`config.mk`:
```
export PLATFORM = sky130hd
export DESIGN_NAME = config_token_lexer
export DESIGN_NICKNAME = d
export VERILOG_FILES = /design/src/ctl_pkg.sv /design/src/ctl_core.sv /design/src/ctl_outq.sv /design/src/config_token_lexer.sv
export SDC_FILE = /design/constraint.sdc
export NUM_CORES = 1
export LEC_CHECK = 0
export ABC_AREA = 1
export BUFFER_PORTS_ARGS = -buffer_cell sky130_fd_sc_hd__buf_2
export CAP_MARGIN = 20
export CORE_MARGIN = 2
export CORE_UTILIZATION = 30
export DETAILED_ROUTE_END_ITERATION = 12
export SYNTH_ARGS = -nofsm -noshare
export SYNTH_HDL_FRONTEND = slang
export SYNTH_SLANG_ARGS = --single-unit
```
`constraint.sdc`:
```
create_clock -name clk -period 5.56 [get_ports clk]
set_input_delay 1.112 -clock clk [delete_from_list [all_inputs] [get_ports clk]]
set_output_delay 1.112 -clock clk [all_outputs]
set_load 0.005 [all_outputs]
```
`src/ctl_pkg.sv`:
```
// config token lexer package: field structs, codes, character classes and
// the number recognizer transition function
// no dependencies
package ctl_pkg;

    localparam int POS_BITS_DEF = 16;
    localparam int MAX_RES      = 3;
    localparam int RES_CNT_W    = 2;

    // scan modes
    localparam logic [1:0] M_BETWEEN = 2'd0;
    localparam logic [1:0] M_WORD    = 2'd1;
    localparam logic [1:0] M_STRING  = 2'd2;
    localparam logic [1:0] M_ESCAPE  = 2'd3;

    // token types
    localparam logic [3:0] T_IDENT   = 4'd0;
    localparam logic [3:0] T_STRING  = 4'd1;
    localparam logic [3:0] T_INTEGER = 4'd2;
    localparam logic [3:0] T_DECIMAL = 4'd3;
    localparam logic [3:0] T_PLUS    = 4'd4;
    localparam logic [3:0] T_LBRACE  = 4'd5;
    localparam logic [3:0] T_RBRACE  = 4'd6;
    localparam logic [3:0] T_NEWLINE = 4'd7;
    localparam logic [3:0] T_END     = 4'd8;

    // number recognizer states
    localparam logic [4:0] S_START    = 5'd0;
    localparam logic [4:0] S_SIGN     = 5'd1;
    localparam logic [4:0] S_INT      = 5'd2;
    localparam logic [4:0] S_ZERO     = 5'd3;
    localparam logic [4:0] S_DOT0     = 5'd4;
    localparam logic [4:0] S_FRAC     = 5'd5;
    localparam logic [4:0] S_EXP      = 5'd6;
    localparam logic [4:0] S_EXPS     = 5'd7;
    localparam logic [4:0] S_EXPD     = 5'd8;
    localparam logic [4:0] S_HX0      = 5'd9;
    localparam logic [4:0] S_HXD      = 5'd10;
    localparam logic [4:0] S_HXDOT0   = 5'd11;
    localparam logic [4:0] S_HXFRAC   = 5'd12;
    localparam logic [4:0] S_HP       = 5'd13;
    localparam logic [4:0] S_HPS      = 5'd14;
    localparam logic [4:0] S_HPD      = 5'd15;
    localparam logic [4:0] S_I        = 5'd16;
    localparam logic [4:0] S_IN       = 5'd17;
    localparam logic [4:0] S_INF      = 5'd18;
    localparam logic [4:0] S_INFI     = 5'd19;
    localparam logic [4:0] S_INFIN    = 5'd20;
    localparam logic [4:0] S_INFINI   = 5'd21;
    localparam logic [4:0] S_INFINIT  = 5'd22;
    localparam logic [4:0] S_INFINITY = 5'd23;
    localparam logic [4:0] S_N        = 5'd24;
    localparam logic [4:0] S_NA       = 5'd25;
    localparam logic [4:0] S_NAN      = 5'd26;
    localparam logic [4:0] S_NANP     = 5'd27;
    localparam logic [4:0] S_NANC     = 5'd28;
    localparam logic [4:0] S_DEAD     = 5'd29;

    // characters
    localparam logic [7:0] CH_QUOTE = 8'h22;
    localparam logic [7:0] CH_BSL   = 8'h5c;
    localparam logic [7:0] CH_PLUS  = 8'h2b;
    localparam logic [7:0] CH_LBR   = 8'h7b;
    localparam logic [7:0] CH_RBR   = 8'h7d;
    localparam logic [7:0] CH_DASH  = 8'h2d;
    localparam logic [7:0] CH_NL    = 8'h0a;
    localparam logic [7:0] CH_TAB   = 8'h09;
    localparam logic [7:0] CH_CR    = 8'h0d;
    localparam logic [7:0] CH_LN    = 8'h6e;
    localparam logic [7:0] CH_LT    = 8'h74;
    localparam logic [7:0] CH_LR    = 8'h72;

    typedef struct packed {
        logic [7:0] byte_in;
        logic       at_end;
    } in_item_t;

    typedef struct packed {
        logic       kind;
        logic [7:0] text_byte;
        logic [3:0] token_type;
        logic [15:0] start_line;
        logic [15:0] start_column;
        logic       last;
    } out_item_t;

    // one result before position is attached
    typedef struct packed {
        logic       kind;
        logic [7:0] text_byte;
        logic [3:0] token_type;
    } res_t;

    function automatic logic is_blank(input logic [7:0] c);
        return c == 8'd32 || (c >= 8'd9 && c <= 8'd13);
    endfunction
    function automatic logic is_digit(input logic [7:0] c);
        return c >= 8'h30 && c <= 8'h39;
    endfunction
    function automatic logic is_alpha(input logic [7:0] c);
        return (c >= 8'h61 && c <= 8'h7a) || (c >= 8'h41 && c <= 8'h5a);
    endfunction
    function automatic logic is_hex(input logic [7:0] c);
        return is_digit(c) || (c >= 8'h61 && c <= 8'h66) || (c >= 8'h41 && c <= 8'h46);
    endfunction
    function automatic logic is_sign(input logic [7:0] c);
        return c == CH_PLUS || c == CH_DASH;
    endfunction
    function automatic logic [7:0] to_lower(input logic [7:0] c);
        return (c >= 8'h41 && c <= 8'h5a) ? c + 8'd32 : c;
    endfunction

    // letters of "infinity" after the first, indexed by state offset
    function automatic logic [7:0] inf_char(input logic [4:0] s);
        logic [7:0] r;
        r = 8'h00;
        case (s)
            S_I:       r = 8'h6e;
            S_IN:      r = 8'h66;
            S_INF:     r = 8'h69;
            S_INFI:    r = 8'h6e;
            S_INFIN:   r = 8'h69;
            S_INFINI:  r = 8'h74;
            S_INFINIT: r = 8'h79;
            default:   r = 8'h00;
        endcase
        return r;
    endfunction

    function automatic logic [4:0] start_next(input logic [7:0] c, input logic [7:0] l);
        logic [4:0] r;
        if (c == 8'h30)       r = S_ZERO;
        else if (is_digit(c)) r = S_INT;
        else if (c == 8'h2e)  r = S_DOT0;
        else if (l == 8'h69)  r = S_I;
        else if (l == 8'h6e)  r = S_N;
        else                  r = S_DEAD;
        return r;
    endfunction

    function automatic logic [4:0] int_next(input logic [7:0] c, input logic [7:0] l);
        logic [4:0] r;
        if (is_digit(c))      r = S_INT;
        else if (c == 8'h2e)  r = S_FRAC;
        else if (l == 8'h65)  r = S_EXP;
        else                  r = S_DEAD;
        return r;
    endfunction

    // strtol / strtod full-match recognizer
    function automatic logic [4:0] num_next(input logic [4:0] s, input logic [7:0] c);
        logic [7:0] l;
        logic [4:0] r;
        l = to_lower(c);
        r = S_DEAD;
        case (s)
            S_START:  r = is_sign(c) ? S_SIGN : start_next(c, l);
            S_SIGN:   r = start_next(c, l);
            S_ZERO:   r = (l == 8'h78) ? S_HX0 : int_next(c, l);
            S_INT:    r = int_next(c, l);
            S_DOT0:   r = is_digit(c) ? S_FRAC : S_DEAD;
            S_FRAC:   r = is_digit(c) ? S_FRAC : ((l == 8'h65) ? S_EXP : S_DEAD);
            S_EXP:    r = is_sign(c) ? S_EXPS : (is_digit(c) ? S_EXPD : S_DEAD);
            S_EXPS, S_EXPD: r = is_digit(c) ? S_EXPD : S_DEAD;
            S_HX0:    r = is_hex(c) ? S_HXD : ((c == 8'h2e) ? S_HXDOT0 : S_DEAD);
            S_HXD:
            begin
                if (is_hex(c))       r = S_HXD;
                else if (c == 8'h2e) r = S_HXFRAC;
                else if (l == 8'h70) r = S_HP;
                else                 r = S_DEAD;
            end
            S_HXDOT0: r = is_hex(c) ? S_HXFRAC : S_DEAD;
            S_HXFRAC: r = is_hex(c) ? S_HXFRAC : ((l == 8'h70) ? S_HP : S_DEAD);
            S_HP:     r = is_sign(c) ? S_HPS : (is_digit(c) ? S_HPD : S_DEAD);
            S_HPS, S_HPD: r = is_digit(c) ? S_HPD : S_DEAD;
            S_N:      r = (l == 8'h61) ? S_NA : S_DEAD;
            S_NA:     r = (l == 8'h6e) ? S_NAN : S_DEAD;
            S_NAN:    r = (c == 8'h28) ? S_NANP : S_DEAD;
            S_NANP:
            begin
                if (is_alpha(c) || is_digit(c) || c == 8'h5f) r = S_NANP;
                else if (c == 8'h29)                          r = S_NANC;
                else                                          r = S_DEAD;
            end
            S_I, S_IN, S_INF, S_INFI, S_INFIN, S_INFINI, S_INFINIT:
                r = (l == inf_char(s)) ? s + 5'd1 : S_DEAD;
            default:  r = S_DEAD;
        endcase
        return r;
    endfunction

endpackage

```
`src/ctl_core.sv`:
```
// config token lexer core: lexer state and the single-pass step logic that
// turns one input transaction into up to three results
// depends on ctl_pkg
module ctl_core
    import ctl_pkg::*;
#(
    parameter int POS_BITS = POS_BITS_DEF
)
(
    input  logic                clk,
    input  logic                rst_n,
    input  logic                step,
    input  in_item_t            item,
    output res_t [MAX_RES-1:0]  res,
    output logic [RES_CNT_W-1:0] res_cnt,
    output logic [RES_CNT_W-1:0] old_cnt,
    output logic [POS_BITS-1:0] tok_line0,
    output logic [POS_BITS-1:0] tok_col0,
    output logic [POS_BITS-1:0] tok_line,
    output logic [POS_BITS-1:0] tok_col
);

    localparam logic [POS_BITS-1:0] POS_SAT = {{(POS_BITS-1){1'b1}}, 1'b0};
    localparam logic [POS_BITS-1:0] POS_ONE = {{(POS_BITS-1){1'b0}}, 1'b1};

    logic [1:0]          mode_reg, mode_next;
    logic [4:0]          ncls_reg, ncls_next;
    logic                ident_reg, ident_next;
    logic [7:0]          first_reg, first_next;
    logic [1:0]          cnt_reg, cnt_next;
    logic [POS_BITS-1:0] line_reg, line_next;
    logic [POS_BITS-1:0] col_reg, col_next;
    logic [POS_BITS-1:0] tline_reg, tline_next;
    logic [POS_BITS-1:0] tcol_reg, tcol_next;

    logic [7:0] c;
    logic       fin;
    logic       done;
    logic       eat;
    logic [3:0] cls;

    // word type at token end
    always_comb
    begin
        if (cnt_reg == 2'd1 && first_reg == CH_PLUS)      cls = T_PLUS;
        else if (cnt_reg == 2'd1 && first_reg == CH_LBR)  cls = T_LBRACE;
        else if (cnt_reg == 2'd1 && first_reg == CH_RBR)  cls = T_RBRACE;
        else if (ncls_reg == S_INT || ncls_reg == S_ZERO) cls = T_INTEGER;
        else if (ncls_reg == S_FRAC || ncls_reg == S_EXPD || ncls_reg == S_HXD ||
                 ncls_reg == S_HXFRAC || ncls_reg == S_HPD || ncls_reg == S_INF ||
                 ncls_reg == S_INFINITY || ncls_reg == S_NAN || ncls_reg == S_NANC)
            cls = T_DECIMAL;
        else if (ident_reg) cls = T_IDENT;
        else                cls = T_STRING;
    end

    // step logic
    always_comb
    begin
        c          = item.byte_in;
        fin        = item.at_end;
        mode_next  = mode_reg;
        ncls_next  = ncls_reg;
        ident_next = ident_reg;
        first_next = first_reg;
        cnt_next   = cnt_reg;
        tline_next = tline_reg;
        tcol_next  = tcol_reg;
        done       = 1'b0;
        eat        = 1'b0;
        res_cnt    = '0;
        old_cnt    = '0;
        res        = '0;

        unique case (mode_reg)
            M_WORD:
            begin
                if (fin || is_blank(c))
                begin
                    res[0]    = '{1'b1, 8'h00, cls};
                    res_cnt   = 2'd1;
                    mode_next = M_BETWEEN;
                end
                else
                begin
                    eat       = 1'b1;
                    ncls_next = num_next(ncls_reg, c);
                    if (!(is_alpha(c) || is_digit(c) || c == CH_DASH))
                        ident_next = 1'b0;
                    if (cnt_reg < 2'd2)
                        cnt_next = cnt_reg + 2'd1;
                    res[0]  = '{1'b0, c, T_IDENT};
                    res_cnt = 2'd1;
                    done    = 1'b1;
                end
            end
            M_STRING:
            begin
                if (fin)
                begin
                    res[0]    = '{1'b1, 8'h00, T_STRING};
                    res_cnt   = 2'd1;
                    mode_next = M_BETWEEN;
                end
                else
                begin
                    eat  = 1'b1;
                    done = 1'b1;
                    if (c == CH_QUOTE)
                    begin
                        res[0]    = '{1'b1, 8'h00, T_STRING};
                        res_cnt   = 2'd1;
                        mode_next = M_BETWEEN;
                    end
                    else if (c == CH_BSL)
                        mode_next = M_ESCAPE;
                    else
                    begin
                        res[0]  = '{1'b0, c, T_IDENT};
                        res_cnt = 2'd1;
                    end
                end
            end
            M_ESCAPE:
            begin
                if (fin)
                begin
                    res[0]    = '{1'b0, CH_BSL, T_IDENT};
                    res[1]    = '{1'b1, 8'h00, T_STRING};
                    res_cnt   = 2'd2;
                    mode_next = M_BETWEEN;
                end
                else
                begin
                    eat       = 1'b1;
                    done      = 1'b1;
                    mode_next = M_STRING;
                    res_cnt   = 2'd1;
                    if (c == CH_LN)      res[0] = '{1'b0, CH_NL, T_IDENT};
                    else if (c == CH_LT) res[0] = '{1'b0, CH_TAB, T_IDENT};
                    else if (c == CH_LR) res[0] = '{1'b0, CH_CR, T_IDENT};
                    else if (c == CH_QUOTE || c == CH_BSL)
                        res[0] = '{1'b0, c, T_IDENT};
                    else
                    begin
                        res[0]  = '{1'b0, CH_BSL, T_IDENT};
                        res[1]  = '{1'b0, c, T_IDENT};
                        res_cnt = 2'd2;
                    end
                end
            end
            default: ;
        endcase

        // results so far carry the start of the token that just closed
        old_cnt = res_cnt;

        // between tokens, also right after a word ended
        if (!done)
        begin
            if (fin)
            begin
                tline_next       = line_reg + POS_ONE;
                tcol_next        = col_reg + POS_ONE;
                res[res_cnt]     = '{1'b1, 8'h00, T_END};
                res_cnt          = res_cnt + 2'd1;
            end
            else if (c == CH_NL)
            begin
                tline_next         = line_reg + POS_ONE;
                tcol_next          = col_reg + POS_ONE;
                res[res_cnt]       = '{1'b0, CH_NL, T_IDENT};
                res[res_cnt+2'd1]  = '{1'b1, 8'h00, T_NEWLINE};
                res_cnt            = res_cnt + 2'd2;
                eat                = 1'b1;
            end
            else if (is_blank(c))
                eat = 1'b1;
            else if (c == CH_QUOTE)
            begin
                tline_next = line_reg + POS_ONE;
                tcol_next  = col_reg + POS_ONE;
                eat        = 1'b1;
                mode_next  = M_STRING;
            end
            else
            begin
                tline_next   = line_reg + POS_ONE;
                tcol_next    = col_reg + POS_ONE;
                eat          = 1'b1;
                first_next   = c;
                cnt_next     = 2'd1;
                ncls_next    = num_next(S_START, c);
                ident_next   = is_alpha(c) || c == CH_DASH;
                mode_next    = M_WORD;
                res[res_cnt] = '{1'b0, c, T_IDENT};
                res_cnt      = res_cnt + 2'd1;
            end
        end

        if (mode_next != M_WORD)
        begin
            ncls_next  = S_START;
            ident_next = 1'b1;
            first_next = 8'h00;
            cnt_next   = 2'd0;
        end
    end

    // saturating position counters
    always_comb
    begin
        line_next = line_reg;
        col_next  = col_reg;
        if (eat)
        begin
            if (c == CH_NL)
            begin
                if (line_reg < POS_SAT)
                    line_next = line_reg + POS_ONE;
                col_next = '0;
            end
            else if (col_reg < POS_SAT)
                col_next = col_reg + POS_ONE;
        end
    end

    // token start before and after this step
    assign tok_line0 = tline_reg;
    assign tok_col0  = tcol_reg;
    assign tok_line  = tline_next;
    assign tok_col   = tcol_next;

    always_ff @(posedge clk or negedge rst_n)
    begin
        if (!rst_n)
        begin
            mode_reg  <= M_BETWEEN;
            ncls_reg  <= S_START;
            ident_reg <= 1'b1;
            first_reg <= 8'h00;
            cnt_reg   <= 2'd0;
            line_reg  <= '0;
            col_reg   <= '0;
            tline_reg <= '0;
            tcol_reg  <= '0;
        end
        else if (step)
        begin
            mode_reg  <= mode_next;
            ncls_reg  <= ncls_next;
            ident_reg <= ident_next;
            first_reg <= first_next;
            cnt_reg   <= cnt_next;
            line_reg  <= line_next;
            col_reg   <= col_next;
            tline_reg <= tline_next;
            tcol_reg  <= tcol_next;
        end
    end

endmodule

```
`src/ctl_outq.sv`:
```
// config token lexer output side: holds the results of one step and hands
// them out one per cycle while not stalled; the next step loads only when
// the group is empty or its last result leaves; depends on ctl_pkg
module ctl_outq
    import ctl_pkg::*;
#(
    parameter int POS_BITS = POS_BITS_DEF
)
(
    input  logic                 clk,
    input  logic                 rst_n,
    input  logic                 load,
    input  res_t [MAX_RES-1:0]   res,
    input  logic [RES_CNT_W-1:0] res_cnt,
    input  logic [RES_CNT_W-1:0] old_cnt,
    input  logic [POS_BITS-1:0]  tok_line0,
    input  logic [POS_BITS-1:0]  tok_col0,
    input  logic [POS_BITS-1:0]  tok_line,
    input  logic [POS_BITS-1:0]  tok_col,
    output logic                 can_load,
    output logic                 valid,
    input  logic                 stall,
    output out_item_t            data
);

    // the group being drained
    res_t [MAX_RES-1:0]   grp_reg;
    logic [RES_CNT_W-1:0] left_reg, left_next;
    logic [RES_CNT_W-1:0] idx_reg, idx_next;
    logic [RES_CNT_W-1:0] old_reg;
    logic [POS_BITS-1:0]  gl0_reg, gc0_reg;
    logic [POS_BITS-1:0]  gl_reg, gc_reg;

    logic take;
    logic last_one;
    logic use_old;

    assign valid    = left_reg != '0;
    assign take     = valid && !stall;
    assign last_one = left_reg == 2'd1;
    // a new group enters when the current one is empty or finishing now
    assign can_load = !valid || (take && last_one);
    // leading results belong to the token that closed in this step
    assign use_old  = idx_reg < old_reg;

    always_comb
    begin
        left_next = left_reg;
        idx_next  = idx_reg;
        if (take)
        begin
            left_next = left_reg - 2'd1;
            idx_next  = idx_reg + 2'd1;
        end
        if (load)
        begin
            left_next = res_cnt;
            idx_next  = '0;
        end
    end

    always_comb
    begin
        data.kind         = grp_reg[idx_reg].kind;
        data.text_byte    = grp_reg[idx_reg].text_byte;
        data.token_type   = grp_reg[idx_reg].kind ? grp_reg[idx_reg].token_type : T_IDENT;
        data.start_line   = use_old ? 16'(gl0_reg) : 16'(gl_reg);
        data.start_column = use_old ? 16'(gc0_reg) : 16'(gc_reg);
        data.last         = last_one;
    end

    always_ff @(posedge clk or negedge rst_n)
    begin
        if (!rst_n)
        begin
            left_reg <= '0;
            idx_reg  <= '0;
        end
        else
        begin
            left_reg <= left_next;
            idx_reg  <= idx_next;
        end
    end

    always_ff @(posedge clk)
    begin
        if (load)
        begin
            grp_reg <= res;
            old_reg <= old_cnt;
            gl0_reg <= tok_line0;
            gc0_reg <= tok_col0;
            gl_reg  <= tok_line;
            gc_reg  <= tok_col;
        end
    end

endmodule

```
`src/config_token_lexer.sv`:
```
// config token lexer top level: input handshake, step core and result queue
// depends on ctl_pkg, ctl_core, ctl_outq
//
//  channel  direction  handshake       payload
//  in       input      in_valid/stall  in_item_t (byte_in, at_end)
//  out      output     valid/stall     out_item_t (kind .. last)
//
// each accepted transaction is processed in the cycle it is accepted; its
// zero to three results are registered and leave one per cycle from the
// following cycle while the output is not stalled. a new transaction
// enters only when the queue is empty or as the last result of the
// previous one is taken. reset clears lexer state and empties the result
// queue. an output stall holds the queue and backs up the input.
module config_token_lexer
    import ctl_pkg::*;
#(
    parameter int POS_BITS = POS_BITS_DEF
)
(
    input  logic      clk,
    input  logic      rst_n,
    input  logic      in_valid,
    output logic      in_stall,
    input  in_item_t  in_data,
    output logic      out_valid,
    input  logic      out_stall,
    output out_item_t out_data
);

    res_t [MAX_RES-1:0]   res;
    logic [RES_CNT_W-1:0] res_cnt;
    logic [RES_CNT_W-1:0] old_cnt;
    logic [POS_BITS-1:0]  tok_line0;
    logic [POS_BITS-1:0]  tok_col0;
    logic [POS_BITS-1:0]  tok_line;
    logic [POS_BITS-1:0]  tok_col;
    logic                 can_load;
    logic                 step;

    assign in_stall = !can_load;
    assign step     = in_valid && can_load;

    ctl_core #(.POS_BITS(POS_BITS)) u_core
    (
        .clk       (clk),
        .rst_n     (rst_n),
        .step      (step),
        .item      (in_data),
        .res       (res),
        .res_cnt   (res_cnt),
        .old_cnt   (old_cnt),
        .tok_line0 (tok_line0),
        .tok_col0  (tok_col0),
        .tok_line  (tok_line),
        .tok_col   (tok_col)
    );

    ctl_outq #(.POS_BITS(POS_BITS)) u_outq
    (
        .clk       (clk),
        .rst_n     (rst_n),
        .load      (step),
        .res       (res),
        .res_cnt   (res_cnt),
        .old_cnt   (old_cnt),
        .tok_line0 (tok_line0),
        .tok_col0  (tok_col0),
        .tok_line  (tok_line),
        .tok_col   (tok_col),
        .can_load  (can_load),
        .valid     (out_valid),
        .stall     (out_stall),
        .data      (out_data)
    );

endmodule

```
==> results.json, run 1 <==
{
  "nets": 1389,
  "path_clk_slew_ps": 80,
  "fin_crit_ps": 4295,
  "hold_violations": 0,
  "drt_first_pass_iters": 11,
  "reg2reg_from": "u_core.ncls_reg[0]",
  "syn_area_per_cell_um2": 8.301,
  "synth_top_cell_by_area": "edfxtp_1",
  "numCtsBuffers": 17,
  "maxCapViolCount": 0,
  "endpoint_kind": "output pin",
  "antenna_found_initial": 0,
  "hold_slack_ps": 451.1,
  "cp-start-kind": "flop",
  "drt_wl_total_um": 28430,
  "post_cts_resized": 0,
  "finalCritPeriodShare_pct": 77.25,
  "dieArea_um2": 37790,
  "dp_hpwl_um": 20890,
  "drtIter0Drc": 749,
  "cellPowerDensity_nw_per_um2": 487.1,
  "startpoint": "u_outq.idx_reg[0]",
  "finClkSkew_ps": 20.42,
  "synthTopCellsByArea": "edfxtp_1 28%, dfrtp_1 20%, nand2_1 12%",
  "place_congestion": 0.9129,
  "root_buffer": "clkbuf_16",
  "hold_class": "reg2reg",
  "placement.io_buffers": 60,
  "setup_viol": 0,
  "worstPathRequired_ps": 4450,
  "finalPower_mw": 5.980,
  "placed_cell_area_um2": 11620,
  "globalRouteTotalUtil_pct": 15.21,
  "slowest_stage": "dfrtp_1",
  "die_h_um": 194.4,
  "relSlewSlack_pct": 30.24,
  "grt_pass1_wl_um": 45960,
  "cp_max_fo": 20,
  "tns_ps": 0,
  "ys.flop_type": "edfxtp_1",
  "ant_nets": 0,
  "synth_edf_count": 102,
  "grt_pass1_vias": 8579,
  "fin_area_um2": 12280,
  "area_growth_syn_to_layout_pct": 12.89,
  "fmax_mhz": 232.8,
  "crit_type": "reg2out",
  "diodes": 0,
  "rsz0062_at_grt": "false",
  "synthArstFlopShare_pct": 45.74,
  "status": "finished, violations left",
  "instances_no_fill": 1830,
  "tritoncts": "yes",
  "yosysSeqAreaShare_pct": 47.97,
  "ir_drop_mv": 0.2207,
  "critPathMaxStageDelay_ps": 680,
  "cts_setup_buffers": 0,
  "die_x_um": 194.4,
  "initial_core_util_pct": 30.50,
  "netlist_instances": 1310,
  "cp.arrival_ps": 3180,
  "grt-ovfl-total": 0,
  "failed_checks": "design-rule violations",
  "grt_max_degree": 92,
  "route.detailed.drc": 6,
  "crit_chain": "inv_1 -> nand2_1 -> a21o_1 -> buf_4 -> mux2_2 -> buf_2",
  "fp.coreArea_um2": 35660,
  "yosysWarnings": 0,
  "num-fill-cells": 3719,
  "largest_reg_flops": 36,
  "cts.sinks": 188,
  "syn_nets": 1343,
  "maxSlewViolCount": 0,
  "via_count": 8956,
  "htree_levels": 4,
  "cts_buffer_depth": 2,
  "netlist_area_um2": 10870,
  "holdBufCountCts": 0,
  "tightest_slew_ps": 1046,
  "cellLeakagePower_nw": 5.424,
  "synth_top_area_share_pct": 28.17,
  "drive_above_1_share_pct": 14.97,
  "clk_latency_ps": 440,
  "vias_per_cell": 4.894,
  "register_area_um2": 5216,
  "io_pins": 61,
  "synthDistinctLibCells": 54,
  "post_drt_wl_per_cell_um": 15.53,
  "core.rowCount": 69,
  "holdCritStartpoint": "u_core.tok_line0[14]",
  "multi_input_area_um2": 4856,
  "placed_cells": 1797,
  "ys_seq_elements": 188
}
-- layout make-up --
| cell class | count | area share [%] |
|---|---|---|
| Inverter | 164 | 5.045 |
| Multi-Input combinational cell | 918 | 39.56 |
| Sequential cell | 188 | 42.49 |
| Clock buffer | 17 | 3.466 |
| Timing Repair Buffer | 67 | 2.997 |
| Tap cell | 461 | 4.699 |
| Clock inverter | 15 | 1.743 |
-- Yosys cell counts, drive strengths merged, types with 2 or more instances --
master,count
clkbuf,21
nand2,371
o21bai,2
a21oi,31
clkinv,5
nand4,19
nor2,136
buf,19
a211oi,3
o31ai,6
nor4,9
xnor2,6
o221ai,3
nand3,73
ha,20
a31oi,4
xor2,22
edfxtp,102
inv,159
o211ai,9
o22ai,25
nor3,19
nand3b,2
mux2,32
o21ai,117
dfrtp,85
-- routing by layer --
layer  up-vias  global-route usage [%]  part of all wire [%]
met5         -                       0                     0
met4         0                   3.675                   1.3
met3        27                   1.943                   4.7
met2       249                   24.14                    45
met1      4237                   22.02                    49
li1       4443                       -                     -
-- cell families (layout without fill, tap and decap cells) --
kind of cell,count (synthesis),count (layout),share of synthesized area [%]
xor+xnor,28,28,2.255
fa+ha+maj,20,20,2.301
compound gates,208,208,11.90
flops,188,188,47.97
mux,32,32,3.314
simple gates,630,630,24.83
buf+inv,204,263,7.433
-- worst max-delay path, delay by kind of cell, from the launching register on --
family                 cells  cell delay [ps]
AO/OA/AOI/OAI              1              500
buffers and inverters      3              990
flip-flops                 1              680
multiplexers               1              420
AND/OR/NAND/NOR            1              160
-- cell usage in the layout, fill, tap and decap left out, types with 3 or more instances in the layout --
cell,netlist,layout
o221ai_1,3,3
nand2_4,4,4
clkinv_1,4,3
edfxtp_1,102,102
o31ai_1,6,6
nor2_2,7,7
inv_1,146,146
inv_12,0,6
nand2_2,5,5
a211oi_1,3,3
o21ai_2,27,27
nand2_1,362,362
mux2_2,32,32
nor2_4,4,4
a21oi_1,30,30
nor4_1,9,8
o21ai_0,76,76
nor2_1,124,124
nand3_1,69,69
o21ai_1,14,14
nor3_1,18,18
buf_2,9,59
o211ai_1,8,8
nand4_1,19,19
xor2_1,22,22
clkinv_8,0,5
nand3_2,3,3
dfrtp_1,85,85
ha_1,20,20
inv_2,13,13
a31oi_1,3,3
buf_4,4,7
clkbuf_16,0,17
xnor2_1,6,6
o22ai_1,25,25
-- path summary, 6_finish.rpt --
path                                        end  slack, ps  cells after the start
setup / recovery                    out_data[2]       1270                      6
hold / removal               u_outq.gl0_reg[14]        450                      0
setup reg to reg             u_core.ncls_reg[2]       2500                     14
hold reg to reg              u_outq.gl0_reg[14]        450                      0
max in group asynchronous    u_core.tok_col0[1]       3840                      2
min in group asynchronous  u_core.tok_line0[13]        640                      1
-- through the flow --
step / setup WS (ps) / util [%]
after floorplan: 544.7 / -
after global placement: 1277 / 32.58
after detailed placement: 1290 / 32.58
after CTS: 1195 / 34.37
after global routing: 1036 / 34.43
final: 1265 / 34.43
-- power breakdown --
| group | total [mW] | switching, mW | internal (mW) |
|---|---|---|---|
| combinational | 2.47 | 1.58 | 0.893 |
| clock | 1.27 | 0.643 | 0.631 |
| sequential | 2.23 | 0.234 | 2.00 |
(Power assumes the default switching activity.)
==> run 2: changes to the inputs <==
ABC_AREA = 0   (was 1)
clock period = 3.7 ns   (was 5.56 ns; I/O delays follow)
==> run 2 against run 1 <==
  * The flow still finishes with violations (design-rule violations)
  * Combinational power increased by 23%
  * Clock-buffer cell count increased by 2
  * Synthesized cell count decreased by 16%
  * Highest routed layer unchanged
  * Die area about the same
  * Power increased by 30%
  * Critical path type is now reg2reg
==> results.json, run 2 <==
{
  "hold_violations": 0,
  "drtIter0Drc": 641,
  "path_clk_slew_ps": 70,
  "finClkSkew_ps": 10.58,
  "largest_reg_flops": 36,
  "grt_max_degree": 82,
  "synth_top_area_share_pct": 28.15,
  "antenna_found_initial": 0,
  "dieArea_um2": 37810,
  "setup_viol": 0,
  "finalCritPeriodShare_pct": 88.75,
  "cts_buffer_depth": 2,
  "crit_type": "reg2reg",
  "drt_first_pass_iters": 10,
  "tritoncts": "yes",
  "fin_area_um2": 12580,
  "placed_cells": 1612,
  "route.detailed.drc": 11,
  "layout_commonest_cell": "nand2_1",
  "io_pins": 61,
  "netlist_area_um2": 10880,
  "synth_edf_count": 102,
  "ant_nets": 0,
  "fin_crit_ps": 3284,
  "synthArstFlopShare_pct": 45.74,
  "syn_area_per_cell_um2": 9.900,
  "clk_latency_ps": 440,
  "syn_nets": 1132,
  "initial_core_util_pct": 30.52,
  "area_growth_syn_to_layout_pct": 15.63,
  "rsz0062_at_grt": "false",
  "maxCapViolCount": 0,
  "synthTopCellsByArea": "edfxtp_1 28%, dfrtp_1 20%, mux2_2 6.6%",
  "grt_pass1_wl_um": 46690,
  "synth_common_cells": "141 x nand2_1, 103 x o21ai_0, 102 x edfxtp_1",
  "relSlewSlack_pct": 39.57,
  "status": "finished, violations left",
  "holdBufCountCts": 0,
  "htree_levels": 4,
  "post_drt_wl_per_cell_um": 17.56,
  "num-fill-cells": 3638,
  "failed_checks": "design-rule violations",
  "placement.io_buffers": 60,
  "dp_hpwl_um": 20770,
  "vias_per_cell": 5.258,
  "numCtsBuffers": 17,
  "placed_cell_area_um2": 12010,
  "yosysMostFrequentCell": "nand2_1",
  "grt-ovfl-total": 0,
  "drt_wl_total_um": 28880,
  "finalPower_mw": 7.748,
  "nets": 1203,
  "endpoint_kind": "flop",
  "ir_drop_mv": 0.3420,
  "tns_ps": 0,
  "place_congestion": 0.9172,
  "r2r_cells": 10,
  "post_cts_resized": 0,
  "maxSlewViolCount": 0,
  "reg2reg_from": "u_core.ncls_reg[0]",
  "core.rowCount": 69,
  "synth_top_cell_by_area": "edfxtp_1",
  "diodes": 0,
  "root_buffer": "clkbuf_16",
  "final_cell_mix": "141 x nand2_1, 103 x o21ai_0, 102 x edfxtp_1",
  "die_x_um": 194.4,
  "via_count": 8644,
  "yosysWarnings": 0,
  "reg2reg_to": "u_core.ncls_reg[2]",
  "ys.flop_type": "edfxtp_1",
  "cellPowerDensity_nw_per_um2": 615.9,
  "die_h_um": 194.4,
  "cellLeakagePower_nw": 5.012,
  "grt_pass1_vias": 8585,
  "worstPathRequired_ps": 4020,
  "fp.coreArea_um2": 35660,
  "fmax_mhz": 304.5,
  "synthDistinctLibCells": 80,
  "drive_above_1_share_pct": 20.54,
  "ff2ff_setup_slack_ps": 420,
  "yosysSeqAreaShare_pct": 47.94,
  "globalRouteTotalUtil_pct": 15.54,
  "cp.arrival_ps": 3610,
  "netlist_instances": 1099,
  "instances_no_fill": 1644,
  "cp_max_fo": 6,
  "ys_seq_elements": 188,
  "hold_class": "in2async",
  "cts_setup_buffers": 0,
  "cp-start-kind": "flop",
  "tightest_slew_ps": 906.5,
  "cts.sinks": 188
}
==> run 2: layer usage <==
layer / up-vias / part of all wire, % / GRT usage [%]
li1: 4154 / - / -
met1: 4184 / 45 / 20.68
met2: 253 / 47 / 25.51
met3: 53 / 4.9 / 2.690
met4: 0 / 2.3 / 5.356
met5: - / 0 / 0
==> run 2: how the worst max path moves through the flow <==
stage | to | start | slack (ps)
after global routing | u_core.ncls_reg[1] | in_data[3] | 210
final | u_core.ncls_reg[2] | u_core.ncls_reg[0] | 420
after floorplan | u_outq.grp_reg[2] | in_data[5] | 60
after CTS | u_core.ncls_reg[1] | in_data[3] | 500
after detailed placement | u_core.ncls_reg[1] | in_data[3] | 20
after global placement | u_core.ncls_reg[1] | in_data[3] | -40
==> run 2: cell type report <==
class                      instances  area [um2]  area share, %
inverter                          25       96.34         0.7658
clock inverter                    13       132.6          1.054
multi-input combinational        814        5308          42.19
tap                              461       576.8          4.585
timing repair buffer             124       808.3          6.425
clock buffer                      19       442.9          3.521
sequential                       188        5216          41.46
==> run 2: metrics by stage <==
step / hold WS [ps] / util [%] / setup WS [ps]
final: 415.8 / 35.28 / 416.1
after global routing: 467.2 / 35.28 / 210.5
after CTS: 447.5 / 35.28 / 496.0
after detailed placement: 450.3 / 33.67 / 16.82
after global placement: 447.7 / 33.67 / -44.25
after floorplan: 441.0 / - / 57.07
==> run 2: critical path: stages (launching register included) <==
cell and delay (ps):
dfrtp_1 480, inv_1 190, ha_1 350, or2_2 370, a31oi_1 370, nand4_1 150, a31oi_1 270, o221ai_1 210
nor3_1 320, nand4_1 130, a221o_1 330
==> run 2: logic make-up after synthesis <==
family                   after synthesis  share of synthesized area, %
AO/OA/AOI/OAI                        262                         15.34
XOR/XNOR                              52                         4.186
adder cells (fa/ha/maj)               20                         2.300
buffers and inverters                 97                         3.507
flip-flops                           188                         47.94
multiplexers                          79                         8.004
AND/OR/NAND/NOR                      401                         18.72
==> run 2: where the power goes <==
group	switching [mW]	total, mW	leakage (nW)	internal [mW]
clock network	0.869	1.78	0.277	0.911
logic	1.73	3.03	2.60	1.30
registers	0.235	2.94	2.13	2.70
total	2.83	7.75	5.01	4.92
